==> config.mk <==
export PLATFORM = sky130hd
export DESIGN_NAME = column_to_row_span_converter
export DESIGN_NICKNAME = d
export VERILOG_FILES = /design/src/rtl/c2rs_pkg.sv /design/src/rtl/column_to_row_span_converter.sv /design/src/rtl/c2rs_datapath.sv /design/src/rtl/c2rs_ctrl.sv
export SDC_FILE = /design/constraint.sdc
export NUM_CORES = 1
export LEC_CHECK = 0
export ABC_AREA = 0
export BUFFER_PORTS_ARGS = -buffer_cell sky130_fd_sc_hd__buf_2
export CAP_MARGIN = 20
export CORE_ASPECT_RATIO = 1.5
export CORE_MARGIN = 1
export CORE_UTILIZATION = 40
export CTS_CLUSTER_DIAMETER = 200
export DETAILED_ROUTE_END_ITERATION = 8
export SYNTH_ARGS = -nofsm -noshare
export SYNTH_HDL_FRONTEND = slang
export SYNTH_SLANG_ARGS = --single-unit
==> constraint.sdc <==
create_clock -name clk -period 4.7 [get_ports clk]
set_clock_uncertainty 0.1 [all_clocks]
set_input_delay 0.235 -clock clk [delete_from_list [all_inputs] [get_ports clk]]
set_output_delay 0.235 -clock clk [all_outputs]
set_load 0.05 [all_outputs]
==> src/rtl/c2rs_pkg.sv <==
// c2rs_pkg: shared widths, constants and controller/datapath signal groups
// for the column to row span converter. No dependencies.

package c2rs_pkg;

  localparam int COL_W     = 9;  // column index and span start/end
  localparam int EDGE_W    = 8;  // top/bottom row fields of an input transaction
  localparam int SPAN_ROW_W = 6; // span_row output field

  localparam logic [EDGE_W-1:0] EMPTY_MARK = 8'hff;

  // controller -> datapath
  typedef struct packed {
    logic load;       // capture a new input transaction
    logic close_step; // read start of next closed row, advance top or bottom
    logic emit;       // move pending span into the output register
    logic open_top;   // record start column for next newly covered top row
    logic open_bot;   // record start column for next newly covered bottom row
  } cmd_t;

  // datapath -> controller
  typedef struct packed {
    logic any_close;     // rows remain to be closed
    logic open_top_more; // top rows remain to be opened
    logic open_bot_more; // bottom rows remain to be opened
    logic out_free;      // output register can take a span this cycle
  } status_t;

endpackage

==> src/rtl/column_to_row_span_converter.sv <==
// channel | direction | handshake            | payload
// in      | input     | in_valid / in_stall   | column, prev_top, prev_bottom, cur_top, cur_bottom
// out     | output    | out_valid / out_stall | span_row, span_start, span_end, last_span
//
// each span of a transaction costs a start-memory read and a load of the output
// register, each opened row one memory write.
// reset clears the sequencer and the output valid; the start memory is not cleared.
// a stalled output holds the sequencer before the next span; input is taken again
// once the open phase ends, even with the last span still waiting in the output.
// Top level: instantiates c2rs_ctrl and c2rs_datapath, uses c2rs_pkg.

module column_to_row_span_converter #(
  parameter int ROWS    = 64,
  parameter int COLUMNS = 512
) (
  input  logic                             clk,
  input  logic                             rst,
  input  logic                             in_valid,
  output logic                             in_stall,
  input  logic [c2rs_pkg::COL_W-1:0]       column,
  input  logic [c2rs_pkg::EDGE_W-1:0]      prev_top,
  input  logic [c2rs_pkg::EDGE_W-1:0]      prev_bottom,
  input  logic [c2rs_pkg::EDGE_W-1:0]      cur_top,
  input  logic [c2rs_pkg::EDGE_W-1:0]      cur_bottom,
  output logic                             out_valid,
  input  logic                             out_stall,
  output logic [c2rs_pkg::SPAN_ROW_W-1:0]  span_row,
  output logic [c2rs_pkg::COL_W-1:0]       span_start,
  output logic [c2rs_pkg::COL_W-1:0]       span_end,
  output logic                             last_span
);
  import c2rs_pkg::*;

  cmd_t    cmd;
  status_t status;

  c2rs_ctrl u_ctrl (
    .clk      (clk),
    .rst      (rst),
    .in_valid (in_valid),
    .in_stall (in_stall),
    .status   (status),
    .cmd      (cmd)
  );

  c2rs_datapath #(
    .ROWS    (ROWS),
    .COLUMNS (COLUMNS)
  ) u_datapath (
    .clk         (clk),
    .rst         (rst),
    .cmd         (cmd),
    .status      (status),
    .column      (column),
    .prev_top    (prev_top),
    .prev_bottom (prev_bottom),
    .cur_top     (cur_top),
    .cur_bottom  (cur_bottom),
    .out_valid   (out_valid),
    .out_stall   (out_stall),
    .span_row    (span_row),
    .span_start  (span_start),
    .span_end    (span_end),
    .last_span   (last_span)
  );

endmodule

==> src/rtl/c2rs_datapath.sv <==
// c2rs_datapath: edge registers, row start memory and output register.
// Depends on c2rs_pkg; driven by c2rs_ctrl through cmd_t / status_t.

module c2rs_datapath #(
  parameter int ROWS    = 64,
  parameter int COLUMNS = 512
) (
  input  logic                             clk,
  input  logic                             rst,
  input  c2rs_pkg::cmd_t                   cmd,
  output c2rs_pkg::status_t                status,
  input  logic [c2rs_pkg::COL_W-1:0]       column,
  input  logic [c2rs_pkg::EDGE_W-1:0]      prev_top,
  input  logic [c2rs_pkg::EDGE_W-1:0]      prev_bottom,
  input  logic [c2rs_pkg::EDGE_W-1:0]      cur_top,
  input  logic [c2rs_pkg::EDGE_W-1:0]      cur_bottom,
  output logic                             out_valid,
  input  logic                             out_stall,
  output logic [c2rs_pkg::SPAN_ROW_W-1:0]  span_row,
  output logic [c2rs_pkg::COL_W-1:0]       span_start,
  output logic [c2rs_pkg::COL_W-1:0]       span_end,
  output logic                             last_span
);
  import c2rs_pkg::*;

  localparam int AW = (ROWS > 1) ? $clog2(ROWS) : 1;
  // signed row values run from -1 up to ROWS
  localparam int RW = $clog2(ROWS + 1) + 1;
  localparam logic signed [RW-1:0] ROW_LIMIT = RW'(ROWS);
  localparam logic signed [RW-1:0] ROW_MAX   = RW'(ROWS - 1);
  localparam logic signed [RW-1:0] ONE       = RW'(1);

  logic [COL_W-1:0] mem [ROWS];

  logic signed [RW-1:0] t1, b1, t2, b2;
  logic [COL_W-1:0]     col;
  logic [COL_W-1:0]     end_col;
  logic [COL_W-1:0]     col_c;
  logic [COL_W-1:0]     rd_data;
  logic [AW-1:0]        pend_row;
  logic                 top_more;
  logic                 bot_more;
  logic signed [RW-1:0] row_sel;

  function automatic logic signed [RW-1:0] clamp_row(input logic [EDGE_W-1:0] v);
    if ({1'b0, v} >= (EDGE_W + 1)'(ROWS)) begin
      return ROW_MAX;
    end
    return RW'(v);
  endfunction

  assign col_c = ({1'b0, column} >= (COL_W + 1)'(COLUMNS)) ? COL_W'(COLUMNS - 1) : column;

  assign top_more = (t1 < t2) && (t1 <= b1);
  assign bot_more = (b1 > b2) && (b1 >= t1);
  assign row_sel  = top_more ? t1 : b1;

  assign status.any_close     = top_more || bot_more;
  assign status.open_top_more = (t2 < t1) && (t2 <= b2);
  assign status.open_bot_more = (b2 > b1) && (b2 >= t2);
  assign status.out_free      = !out_valid || !out_stall;

  always_ff @(posedge clk) begin
    if (cmd.load) begin
      col     <= col_c;
      end_col <= col_c - COL_W'(1);
      if (prev_top == EMPTY_MARK) begin
        t1 <= ROW_LIMIT;
        b1 <= ROW_MAX;
      end else begin
        t1 <= clamp_row(prev_top);
        b1 <= clamp_row(prev_bottom);
      end
      if (cur_top == EMPTY_MARK) begin
        t2 <= ROW_LIMIT;
        b2 <= ROW_MAX;
      end else begin
        t2 <= clamp_row(cur_top);
        b2 <= clamp_row(cur_bottom);
      end
    end else begin
      if (cmd.close_step) begin
        // top rows close first, walking down from the old top
        if (top_more) begin
          t1 <= t1 + ONE;
        end else begin
          b1 <= b1 - ONE;
        end
      end
      if (cmd.open_top) begin
        t2 <= t2 + ONE;
      end
      if (cmd.open_bot) begin
        b2 <= b2 - ONE;
      end
    end
  end

  always_ff @(posedge clk) begin
    if (cmd.close_step) begin
      rd_data  <= mem[row_sel[AW-1:0]];
      pend_row <= row_sel[AW-1:0];
    end
    if (cmd.open_top) begin
      mem[t2[AW-1:0]] <= col;
    end else if (cmd.open_bot) begin
      mem[b2[AW-1:0]] <= col;
    end
  end

  always_ff @(posedge clk) begin
    if (cmd.emit) begin
      span_row   <= SPAN_ROW_W'(pend_row);
      span_start <= rd_data;
      span_end   <= end_col;
      // edges already advanced, so nothing left to close means last span
      last_span  <= !status.any_close;
    end
  end

  always_ff @(posedge clk) begin
    if (rst) begin
      out_valid <= 1'b0;
    end else if (cmd.emit) begin
      out_valid <= 1'b1;
    end else if (!out_stall) begin
      out_valid <= 1'b0;
    end
  end

endmodule

==> src/rtl/c2rs_ctrl.sv <==
// c2rs_ctrl: sequencer for the close and open phases of one transaction.
// Depends on c2rs_pkg; commands c2rs_datapath.

module c2rs_ctrl (
  input  logic                clk,
  input  logic                rst,
  input  logic                in_valid,
  output logic                in_stall,
  input  c2rs_pkg::status_t   status,
  output c2rs_pkg::cmd_t      cmd
);
  import c2rs_pkg::*;

  localparam logic [2:0] S_IDLE     = 3'd0;
  localparam logic [2:0] S_CLOSE_RD = 3'd1;
  localparam logic [2:0] S_EMIT     = 3'd2;
  localparam logic [2:0] S_OPEN_TOP = 3'd3;
  localparam logic [2:0] S_OPEN_BOT = 3'd4;

  logic [2:0] state;
  logic [2:0] state_next;

  assign in_stall = (state != S_IDLE);

  always_comb begin
    cmd        = '0;
    state_next = state;
    case (state)
      S_IDLE: begin
        if (in_valid) begin
          cmd.load   = 1'b1;
          state_next = S_CLOSE_RD;
        end
      end
      S_CLOSE_RD: begin
        if (status.any_close) begin
          cmd.close_step = 1'b1;
          state_next     = S_EMIT;
        end else begin
          state_next = S_OPEN_TOP;
        end
      end
      S_EMIT: begin
        // wait for room in the output register
        if (status.out_free) begin
          cmd.emit   = 1'b1;
          state_next = S_CLOSE_RD;
        end
      end
      S_OPEN_TOP: begin
        if (status.open_top_more) begin
          cmd.open_top = 1'b1;
        end else begin
          state_next = S_OPEN_BOT;
        end
      end
      S_OPEN_BOT: begin
        if (status.open_bot_more) begin
          cmd.open_bot = 1'b1;
        end else begin
          state_next = S_IDLE;
        end
      end
      default: begin
        state_next = S_IDLE;
      end
    endcase
  end

  always_ff @(posedge clk) begin
    if (rst) begin
      state <= S_IDLE;
    end else begin
      state <= state_next;
    end
  end

endmodule

---- Word-level counts from Yosys, hierarchy flattened ----
Memory sizes are Yosys's and may differ from the RTL's. A register that Yosys moved wholly into a read port is not among the register bits.
Cells that the tools add are included.
storage, ports and cells
  register bits after elaboration ......... 85
  memory bits (writable) .................. 576
  bits of input ports ..................... 45
  output and inout bits ................... 27
  logic and storage cells ................. 123
  memories ................................ 1
memories
  name            words  width  read ports  clocked after memory_dff  write ports  line                 RTL
  u_datapath.mem  64     9      1           1                         1            c2rs_datapath.sv:33  logic [COL_W-1:0] mem [ROWS];
operators by class
  add/sub/neg operators ................... 5
  $lt $le $gt $ge ......................... 12
  equality and inequality tests ........... 12
  mux-type cells .......................... 61
  reduce and logical (&&, ||, !) cells .... 19
operator list
  operator                                                                             number
  8-bit two-way mux                                                                    22
  8-bit by 7-bit greater-or-equal comparator with 1-bit output, second input constant  4
  1-bit two-way mux                                                                    31
  8-bit by 2-bit adder with 8-bit output, second input constant                        2
  8-bit equality test, second input constant                                           2
  8-bit greater-or-equal comparator                                                    2
  8-bit greater-than comparator                                                        2
  8-bit <= comparator                                                                  2
  8-bit < comparator                                                                   2
  8-bit by 2-bit subtractor with 8-bit output, second input constant                   2
  3-bit one-hot mux with 5 select lines                                                1
  3-bit two-way mux                                                                    4
  6-bit two-way mux                                                                    2
  2-bit != test, second input constant                                                 5
  9-bit two-way mux                                                                    1
  9-bit OR reduction                                                                   1
  9-bit by 1-bit subtractor with 9-bit output, second input constant                   1
  2-bit nonzero test                                                                   4
  3-bit by 2-bit equality test with 1-bit output, second input constant                2
  1-bit logical AND                                                                    4
  2-bit AND reduction                                                                  2
  4-bit AND reduction                                                                  1
  3-bit by 1-bit equality test with 1-bit output, second input constant                1
  3-bit equality test, second input constant                                           1
  5 further kinds                                                                      8

---- Depth between registers and ports, before layout ----
Gate-level depths: netlist of the first run.
  depth in word-level cells ............... 9
  mapped depth ............................ 18
  depth with buffers taken out ............ 13

---- Modules after synthesis ----
A second synthesis of the first run with hierarchy kept.
second synthesis, totals
  cells, all modules ...................... 1985
  area, all modules ....................... 28838.9 sq um
modules (own cells, without submodules)
  module         times used  cells each  area each (sq um)  sequential area each (sq um)
  c2rs_datapath  1           1961        28642.5            20019.2
  c2rs_ctrl      1           24          196.4              60.1

---- Least setup slack after synthesis of the first run ----
Ideal clock, no wire load.
  kind .................................... register to register
  from .................................... register u_datapath.b2[1]
  to ...................................... memory u_datapath.mem[11][0] (enable)
  library setup time ...................... 387 ps
  arrival ................................. 3500 ps
  required time ........................... 4213 ps
  slack ................................... 713 ps
  stages on the path, launching flop included .. 15
  path buffers ............................ 2
  period minus slack after synthesis ...... 3987 ps
  cell sequence ........................... edfxtp_1 inv_1 ha_1 nor2b_1 o21a_1 o21a_1 o21a_1 o21a_1 o211ai_1 and3_1 buf_2 nand2_1 o31a_1 clkbuf_1 nor3_1
between the ends
  word-level cells in the longest chain between the ends .. 9
  elaborated cells between the ends (all ways) .. 17
  classes of those cells .................. 3 x order compare; 11 x mux; 3 x reduce/logical
ends and longest elaborated chain
  what                                                                                       line                  RTL
  start: declaration                                                                         c2rs_datapath.sv:35   logic signed [RW-1:0] t1, b1, t2, b2;
  start signal: assignment                                                                   c2rs_datapath.sv:79   b2 <= clamp_row(cur_bottom);
  start signal: assignment                                                                   c2rs_datapath.sv:94   b2 <= b2 - ONE;
  8-bit greater-than comparator / 8-bit greater-or-equal comparator (equally long branches)  c2rs_datapath.sv:60   assign status.open_bot_more = (b2 > b1) && (b2 >= t2);
  1-bit logical AND                                                                          c2rs_datapath.sv:60
  1-bit two-way mux                                                                          c2rs_ctrl.sv:58       if (status.open_bot_more) begin
  1-bit two-way mux                                                                          c2rs_ctrl.sv:28       case (state)
  1-bit two-way mux                                                                          c2rs_datapath.sv:106  end else if (cmd.open_bot) begin
  1-bit two-way mux                                                                          c2rs_datapath.sv:104  if (cmd.open_top) begin
  1-bit two-way mux (not written as such)                                                    c2rs_datapath.sv:107  mem[b2[AW-1:0]] <= col;
  9-bit OR reduction (no source line)                                                        -
  6-bit two-way mux (no source line) / 1-bit two-way mux (equally long branches)             -
  end: declaration                                                                           c2rs_datapath.sv:33
Parallel ways exist; a longest one is shown, timed or not.

---- Worst setup path in the final report of the first run ----
  from .................................... register u_datapath.t1[5]
  to ...................................... register u_datapath.rd_data[6] (read register of u_datapath.mem) (data pin)
between the ends
  word-level cells in the longest chain between the ends .. 5
  elaborated cells between the ends (all ways) .. 9
  classes of those cells .................. 3 x order compare; 3 x mux; 3 x reduce/logical
ends and longest elaborated chain
  what                                              line                                      RTL
  start: declaration                                c2rs_datapath.sv:35
  start signal: assignment                          c2rs_datapath.sv:71                       t1 <= clamp_row(prev_top);
  start signal: assignment                          c2rs_datapath.sv:85                       t1 <= t1 + ONE;
  8-bit < comparator, or another cell as far along  c2rs_datapath.sv:54                       assign top_more = (t1 < t2) && (t1 <= b1);
  1-bit logical AND (on tied branches)              c2rs_datapath.sv:54, c2rs_datapath.sv:55
  1-bit logical OR                                  c2rs_datapath.sv:58                       assign status.any_close = top_more || bot_more;
  1-bit two-way mux                                 c2rs_ctrl.sv:36                           if (status.any_close) begin
  1-bit two-way mux                                 c2rs_ctrl.sv:28
  end: declaration                                  c2rs_datapath.sv:39                       logic [COL_W-1:0] rd_data;
Parallel ways exist; a longest one is shown, timed or not.
A chain may end at the register's enable or synchronous reset.

==> results of run 1 <==
[worst min-delay path: stages]
cell and delay [ns]:
buf_2 0.09, or2_2 0.15, nor2_1 0.04, o21ai_0 0.14
[Yosys cell counts, types with 10 or more instances]
cell type	instances
edfxtp_1	666
nand2_1	277
mux2i_1	153
nor2_1	113
nand3_1	75
nor3_1	71
o22ai_1	46
clkbuf_1	44
o21ai_0	41
a31oi_1	40
and3_1	40
ha_1	37
inv_1	36
buf_2	35
a21oi_1	27
o2111a_1	27
a2111oi_0	26
xnor2_1	20
buf_4	16
o21ai_1	11
nand2b_1	10
nand4_1	10
[kinds of logic after synthesis]
logic type / Yosys count
buffers and inverters: 146
AND/OR/NAND/NOR: 627
XOR/XNOR: 29
adder cells (fa/ha/maj): 37
multiplexers: 153
flip-flops: 670
AO/OA/AOI/OAI: 288
[worst min path at each step]
stage / endpoint / depth (start not counted) / start / slack [ns]
finish: u_datapath.t2[1]$_DFFE_PP_ / 4 / cur_top[7] / 0.04
global placement: u_datapath.span_row[2]$_DFFE_PP_ / 0 / u_datapath.pend_row[2]$_DFFE_PP_ / 0.31
CTS: u_datapath.t1[0]$_DFFE_PP_ / 4 / prev_top[7] / 0.01
global route: u_datapath.t1[0]$_DFFE_PP_ / 4 / prev_top[7] / 0.04
detailed placement: u_datapath.span_end[3]$_DFFE_PP_ / 0 / u_datapath.end_col[3]$_DFFE_PP_ / 0.30
floorplan: u_ctrl.state[1]$_SDFFE_PP0P_ / 1 / rst / 0.20
[final cells by class]
cell class	instances	area, sq um	share of cell area [%]
well taps	900	1130	3.44
multi-input cells	1134	7310	22.3
clock buffers	67	1550	4.73
clock inverters	38	289	0.882
repair buffers	283	2280	6.96
flip-flops and latches	670	20100	61.3
inverters	38	145	0.443
[metrics by stage]
step | utilization, % | hold slack (ns) | TNS (ns)
floorplan | - | 0.204 | 0
global placement | 43.9 | 0.312 | -0.695
detailed placement | 44.0 | 0.305 | -0.550
CTS | 47.3 | 0.0100 | 0
global route | 47.5 | 0.0442 | 0
finish | 47.5 | 0.0387 | 0
[state kept, by name (all words and copies together) (netlist names), 8 cells and up]
signal                 cells
u_datapath.mem           576
u_datapath.col             9
u_datapath.end_col         9
u_datapath.rd_data         9
u_datapath.span_end        9
u_datapath.span_start      9
u_datapath.b1              8
u_datapath.b2              8
u_datapath.t1              8
u_datapath.t2              8
[repair_timing]
action                                  CTS  global route
pin swaps                                 0             1
gates resized for setup                   7            18
gates cloned                              0             3
buffers inserted                          0             3
hold endpoints to repair                 50             0
endpoints found under the setup margin    5            46
hold buffers                             39             0
[power by group]
group / switching, mW / internal [mW]
combinational: 7.80 / 4.18
sequential: 0.251 / 7.23
clock: 2.14 / 2.57
total: 10.2 / 14.0
[cells in the final DEF (no fill, tap or decap), types with 7 or more instances in the layout]
cell type / count
edfxtp_1: 666
nand2_1: 277
buf_4: 154
mux2i_1: 151
nor2_1: 113
nand3_1: 75
buf_2: 73
nor3_1: 71
clkbuf_16: 64
o22ai_1: 46
o21ai_0: 41
and3_1: 40
a31oi_1: 39
dlygate4sd3_1: 39
ha_1: 37
inv_1: 36
o2111a_1: 27
a21oi_1: 25
xnor2_1: 20
clkinv_1: 18
a2111oi_1: 16
a2111oi_0: 13
clkinv_2: 11
nand4_1: 10
nand2b_1: 10
o21a_1: 9
xor2_1: 9
o2111ai_1: 9
buf_12: 9
a21o_1: 8
a311oi_1: 8
nor2b_1: 7
nor4_1: 7
[layer usage]
layer,vias up,GRT usage [%],share of wire (%)
met1,8937,25.6,37
met2,668,40.1,53
li1,7930,-,-
met3,164,2.39,4.9
met4,2,11.0,5.1
met5,-,0,0.016
==> metrics.txt, run 1 <==
slew margin rel. 31.7%; # fillers 5,897; Slew Viols, Final 0; #FFs+latches synth 670; max cap viols 0; r2r setup slk between 0.1 and 0.15 ns; Compound-Gate Fraction of Synth Area roughly 7.4%; VDD IR-drop max ~0.00074 V; post-synthesis xor/xnor area fraction less than 1%; Total Power ~24 mW; Ant. Diodes 0; Hold Vio Cnt, Final 0; Design Area, Final roughly 0.033 sq mm; initial antenna violation count 1; vias in the first global route between 15,000 and 20,000; Top FF cell, synth edfxtp_1; share of post-route cells with drive strength above 1 16.0%; final wirelength about 80,000 um; Startpoint Class flip-flop; DP Cell Count between 2,000 and 3,000; HP Class input pin to flip-flop; worst reg2reg path endpoint u_datapath.rd_data[6]$_DFFE_PP_; post-synth top area cell edfxtp_1; DIE AREA between 0.07 and 0.08 sq mm; adder-cell share of the synthesized area approximately 1.7%; Residual DRC 0; yosys warns 0; Reg-to-Reg Start u_datapath.t1[5]$_DFFE_PP_; Setup WS post-layout between 0.1 and 0.15 ns; Post-Syn Area approximately 0.028 sq mm; Synth cell types 60; Via density 5.66; Die Y ~330 um; dpl ws -0.198 ns; LEAKAGE approximately 12 nW; Clock Sinks 670; via count ~18,000; Power Density between 700 and 800 mW/mm^2; hpwl dp roughly 50,000 um; CP Max Fanout 26; Crit-path slowest cell a2111oi_0; worst-margin pin slew a little over 1 ns; main combinational cell family by area after synthesis simple AND/OR/NAND/NOR gates; grt total ovfl 0; clk slew on worst S/H paths 0.07 ns; EDFF count, synth ~670; CTS tree yes; gpl congestion around 0.90; Num CTS Buffers between 50 and 60; Crit path arrival time around 4.8 ns; final setup vio count 0; CP top delay family compound AO/OA/AOI/OAI gates; CP Depth 15; Fmax achieved between 200 and 250 MHz; Clk Latency, worst-skew pair 0.63 ns; min Tclk post-route around 4.6 ns; largest net degree at the start of global routing 74; max incr delay on CP 0.55 ns; RSZ-0062 raised after global routing no; First-pass DRT Iterations 7; CP Capture Type flip-flop; Critical Path Source u_datapath.t1[5]$_DFFE_PP_; Synth top area share 71.7%; placeable core area a little under 0.07 sq mm; first-pass GRT wire length approximately 120,000 um; main area contributors after synthesis edfxtp_1, mux2i_1, nand2_1, ha_1, nor2_1; CP required between 4 and 5 ns; I/O pin count between 70 and 80; Tot GR Track Use 22.1%; Buf/Inv on CP 4; Layout area overhead 17.5%; FP Rows about 120; Die X-Extent around 220 um; asr flop ratio synth 0%; Avg Inst Size Synth ~14 sq um; Clock Tree Root clkbuf_16; Seq/Total Area, Yosys between 70 and 80%; crit-path cells inv_1 -> ha_1 -> and4_1 -> o2111a_1 -> o41ai_4 -> nand4bb_2 -> mux2i_4 -> buf_12 -> buf_12 -> mux2i_1 -> mux2i_1 -> o2111a_1 -> a2111oi_0 -> buf_4 -> a2111oi_1; final worst-path cycle share a little over nine tenths; routed length per instance between 20 and 30 um; Layout Cells excl Fill 3,130; status complete, no violations; synthesized instance count around 2,000; H-tree levels 2; CTS max path bufs 3; 1st-iter DRT viols roughly 1,600; mux cell area share after synthesis 5.49%; syn_nets a little over 2,000; Layout Nets 2,267; Synth Area in Simple Gates ~10%; initial core utilization around two fifths; IO buf count between 70 and 80; placed cell areas between 0.03 and 0.04 sq mm; worst setup path endpoint u_datapath.rd_data[6]$_DFFE_PP_; reg2reg path depth 15; Crit Path Category flip-flop to flip-flop; DRT antenna net count 0
Power figures use the tool's default switching activity.
==> run 2: changes to the inputs <==
==> constraint.sdc (replaced) <==
create_clock -name clk -period 4.8 [get_ports clk]
set_clock_uncertainty 0.1 [all_clocks]
set_input_delay 0.24 -clock clk [delete_from_list [all_inputs] [get_ports clk]]
set_output_delay 0.24 -clock clk [all_outputs]
set_load 0.05 [all_outputs]
==> run 2 against run 1 <==
Global-route usage is 0.37 points lower. Maximum frequency is 0.84% higher. Critical path depth is 1 lower. Non-clock buffer count is 13 lower. Utilization is 0.16 points lower. Total power is 3.0% lower. Routed wire length is 2.2% lower. Critical endpoint is now u_datapath.rd_data[5]$_DFFE_PP_.
==> metrics.txt, run 2 (synthesis results as in run 1) <==
routed length per instance 24.8 um (-2.0%); reg2reg path depth 14 (-1); first-pass GRT wire length 114,000 um (-1.6%); dpl ws -0.120 ns (+0.0780 ns); First-pass DRT Iterations 5 (-2); I/O pin count 72 (unchanged); fin util 47.4% (-0.16 points); gpl congestion 0.886 (-1.5%); largest net degree at the start of global routing 69 (-6.8%); final wirelength 77,500 um (-2.2%); crit-path cells ha_1 -> nor2b_1 -> o2111a_1 -> o41ai_2 -> nand4bb_2 -> buf_4 -> mux2i_4 -> buf_12 -> nand2_1 -> buf_4 -> o22ai_1 -> a311oi_1 -> buf_4 -> a2111oi_1; Layout Nets 2,255 (-0.53%); CTS tree yes; VDD IR-drop max 0.000556 V (-25%); grt total ovfl 0 (unchanged); commonest non-fill, non-tap cell in the layout edfxtp_1; status complete, no violations; Clk Latency, worst-skew pair 0.62 ns (about the same); IO buf count 71 (unchanged); Total Power 23.5 mW (-3.0%); H-tree levels 2 (unchanged); CP required 5.08 ns (+0.13 ns); clk slew on worst S/H paths 0.07 ns (about the same); Via density 5.66 (about the same); Hold Path Depth 4 (unchanged); Fmax achieved 220 MHz (+0.84%); DIE AREA 0.0708 sq mm (unchanged); worst-margin pin slew 0.934 ns (-0.0911 ns); Combinational Power Share 48.1% (-1.4 points); initial antenna violation count 2 (+1); FP Rows 118 (unchanged); Switching Share 41.6% (-0.62 points); Pint 13.7 mW (-1.9%); final setup vio count 0 (unchanged); final worst-path cycle share 94.5% (-2.8 points); Clock Sinks 670 (unchanged); initial core utilization 40.5% (unchanged); 1st-iter DRT viols 1,619 (+3.5%); Clock Tree Root clkbuf_16; most frequent CP cell buf_4; Crit-path slowest cell edfxtp_1; Num CTS Buffers 59 (+1.7%); commonest cells after routing, fill and taps aside edfxtp_1, nand2_1, mux2i_1; Setup WS post-layout 0.262 ns (+0.138 ns); Slew Viols, Final 0 (unchanged); max reg flops 576 (unchanged); Critical Path Source u_datapath.t2[1]$_DFFE_PP_; placeable core area 0.0689 sq mm (unchanged); min Tclk post-route 4.54 ns (-0.0383 ns); Power Density 718 mW/mm^2 (-2.6%); Crit path arrival time 4.82 ns (about the same); Reg-to-Reg Start u_datapath.t2[1]$_DFFE_PP_; DRT antenna net count 0 (unchanged); slew margin rel. 37.7% (+6.1 points); Residual DRC 0 (unchanged); CP Capture Type flip-flop; share of post-route cells with drive strength above 1 15.8% (-0.26 points); max incr delay on CP 0.52 ns (-0.03 ns); max cap viols 0 (unchanged); vias in the first global route 17,641 (-1.9%); via count 17,662 (-0.22%); Psw 9.75 mW (-4.4%); startpoint of the worst hold path prev_bottom[6]; HP Class input pin to flip-flop; RSZ-0062 raised after global routing no; Crit Path Category flip-flop to flip-flop; Hold Vio Cnt, Final 0 (unchanged); Die Y 325 um (unchanged); Die X-Extent 218 um (unchanged); CP Max Fanout 47 (+81%); LEAKAGE 11.5 nW (-0.52%); sequential power share 31.3% (+0.3 points); Layout area overhead 17.1%; clock power share 20.6% (+1.1 points); Tot GR Track Use 21.8% (-0.37 points); hpwl dp 49,900 um (-0.47%); CTS max path bufs 3 (unchanged); Startpoint Class flip-flop
run 2: cell types whose count changed in the layout (fill, tap and decap cells not counted), sizes merged, moves of 2 or more:
cell,before,now
buf,241,233
clkinv,32,26
bufinv,4,7
clkinvlp,2,5
clkbuf,70,72
dlygate4sd3,39,37
run 2: repair_timing:
action / 4_1_cts / 5_1_grt
hold buffers: 37 / 0
resized for setup: 3 / 9
pin swaps: 0 / 1
endpoints found under the setup margin: 3 / 16
cloned: 0 / 0
hold endpoints to repair: 46 / 0
buffers inserted: 0 / 3
run 2: per-layer routing:
layer | share of wire, % | track usage (%) | vias to the layer above
met3 | 5.6 | 2.61 | 177
met5 | 0 | 0 | -
met2 | 53 | 39.3 | 708
li1 | - | - | 7921
met4 | 5.0 | 10.2 | 0
met1 | 37 | 25.4 | 8856
run 2: critical path: cells and delay by family (launching register included):
kind                     cells  cell delay [ns]
AO/OA/AOI/OAI                5             1.47
buffers and inverters        4             0.96
adder cells (fa/ha/maj)      1             0.35
flip-flops                   1             0.52
multiplexers                 1             0.34
AND/OR/NAND/NOR              3             0.50
run 2: worst paths after layout:
path	endpoint	slack (ns)
worst min register to register	u_datapath.span_end[8]$_DFFE_PP_	0.32
worst min-delay path	u_datapath.b1[5]$_DFFE_PP_	0.05
worst max register to register	u_datapath.rd_data[5]$_DFFE_PP_	0.26
worst max-delay path	u_datapath.rd_data[5]$_DFFE_PP_	0.26
run 2: stage by stage:
| stage | instances | hold slack [ns] | TNS [ns] | instance area (sq um) |
|---|---|---|---|---|
| after global routing | 3122 | 0.0756 | 0 | 32700 |
| after detailed placement | 2972 | 0.305 | -0.230 | 30200 |
| after CTS | 3119 | 0.00815 | -0.0119 | 32600 |
| final | 3123 | 0.0531 | 0 | 32700 |
| after global placement | 2969 | 0.312 | -0.126 | 30200 |
| after floorplan | 1950 | 0.209 | 0 | 27900 |
run 2: power by group through the flow:
| stage | combinational, mW | clock (mW) | sequential (mW) |
|---|---|---|---|
| floorplan | 6.48 | 0 | 7.56 |
| global placement | 10.9 | 0 | 7.45 |
| detailed placement | 11.0 | 0 | 7.45 |
| CTS | 11.1 | 4.90 | 7.34 |
| global route | 11.9 | 5.08 | 7.36 |
| finish | 11.3 | 4.84 | 7.34 |
run 2: final cells by class:
class	count	area [sq um]
tap	900	1130
multi-input combinational	1134	7270
timing repair buffer	270	2090
fill	5951	36300
sequential	670	20100
clock buffer	72	1580
clock inverter	38	372
antenna	1	2.50
inverter	38	145
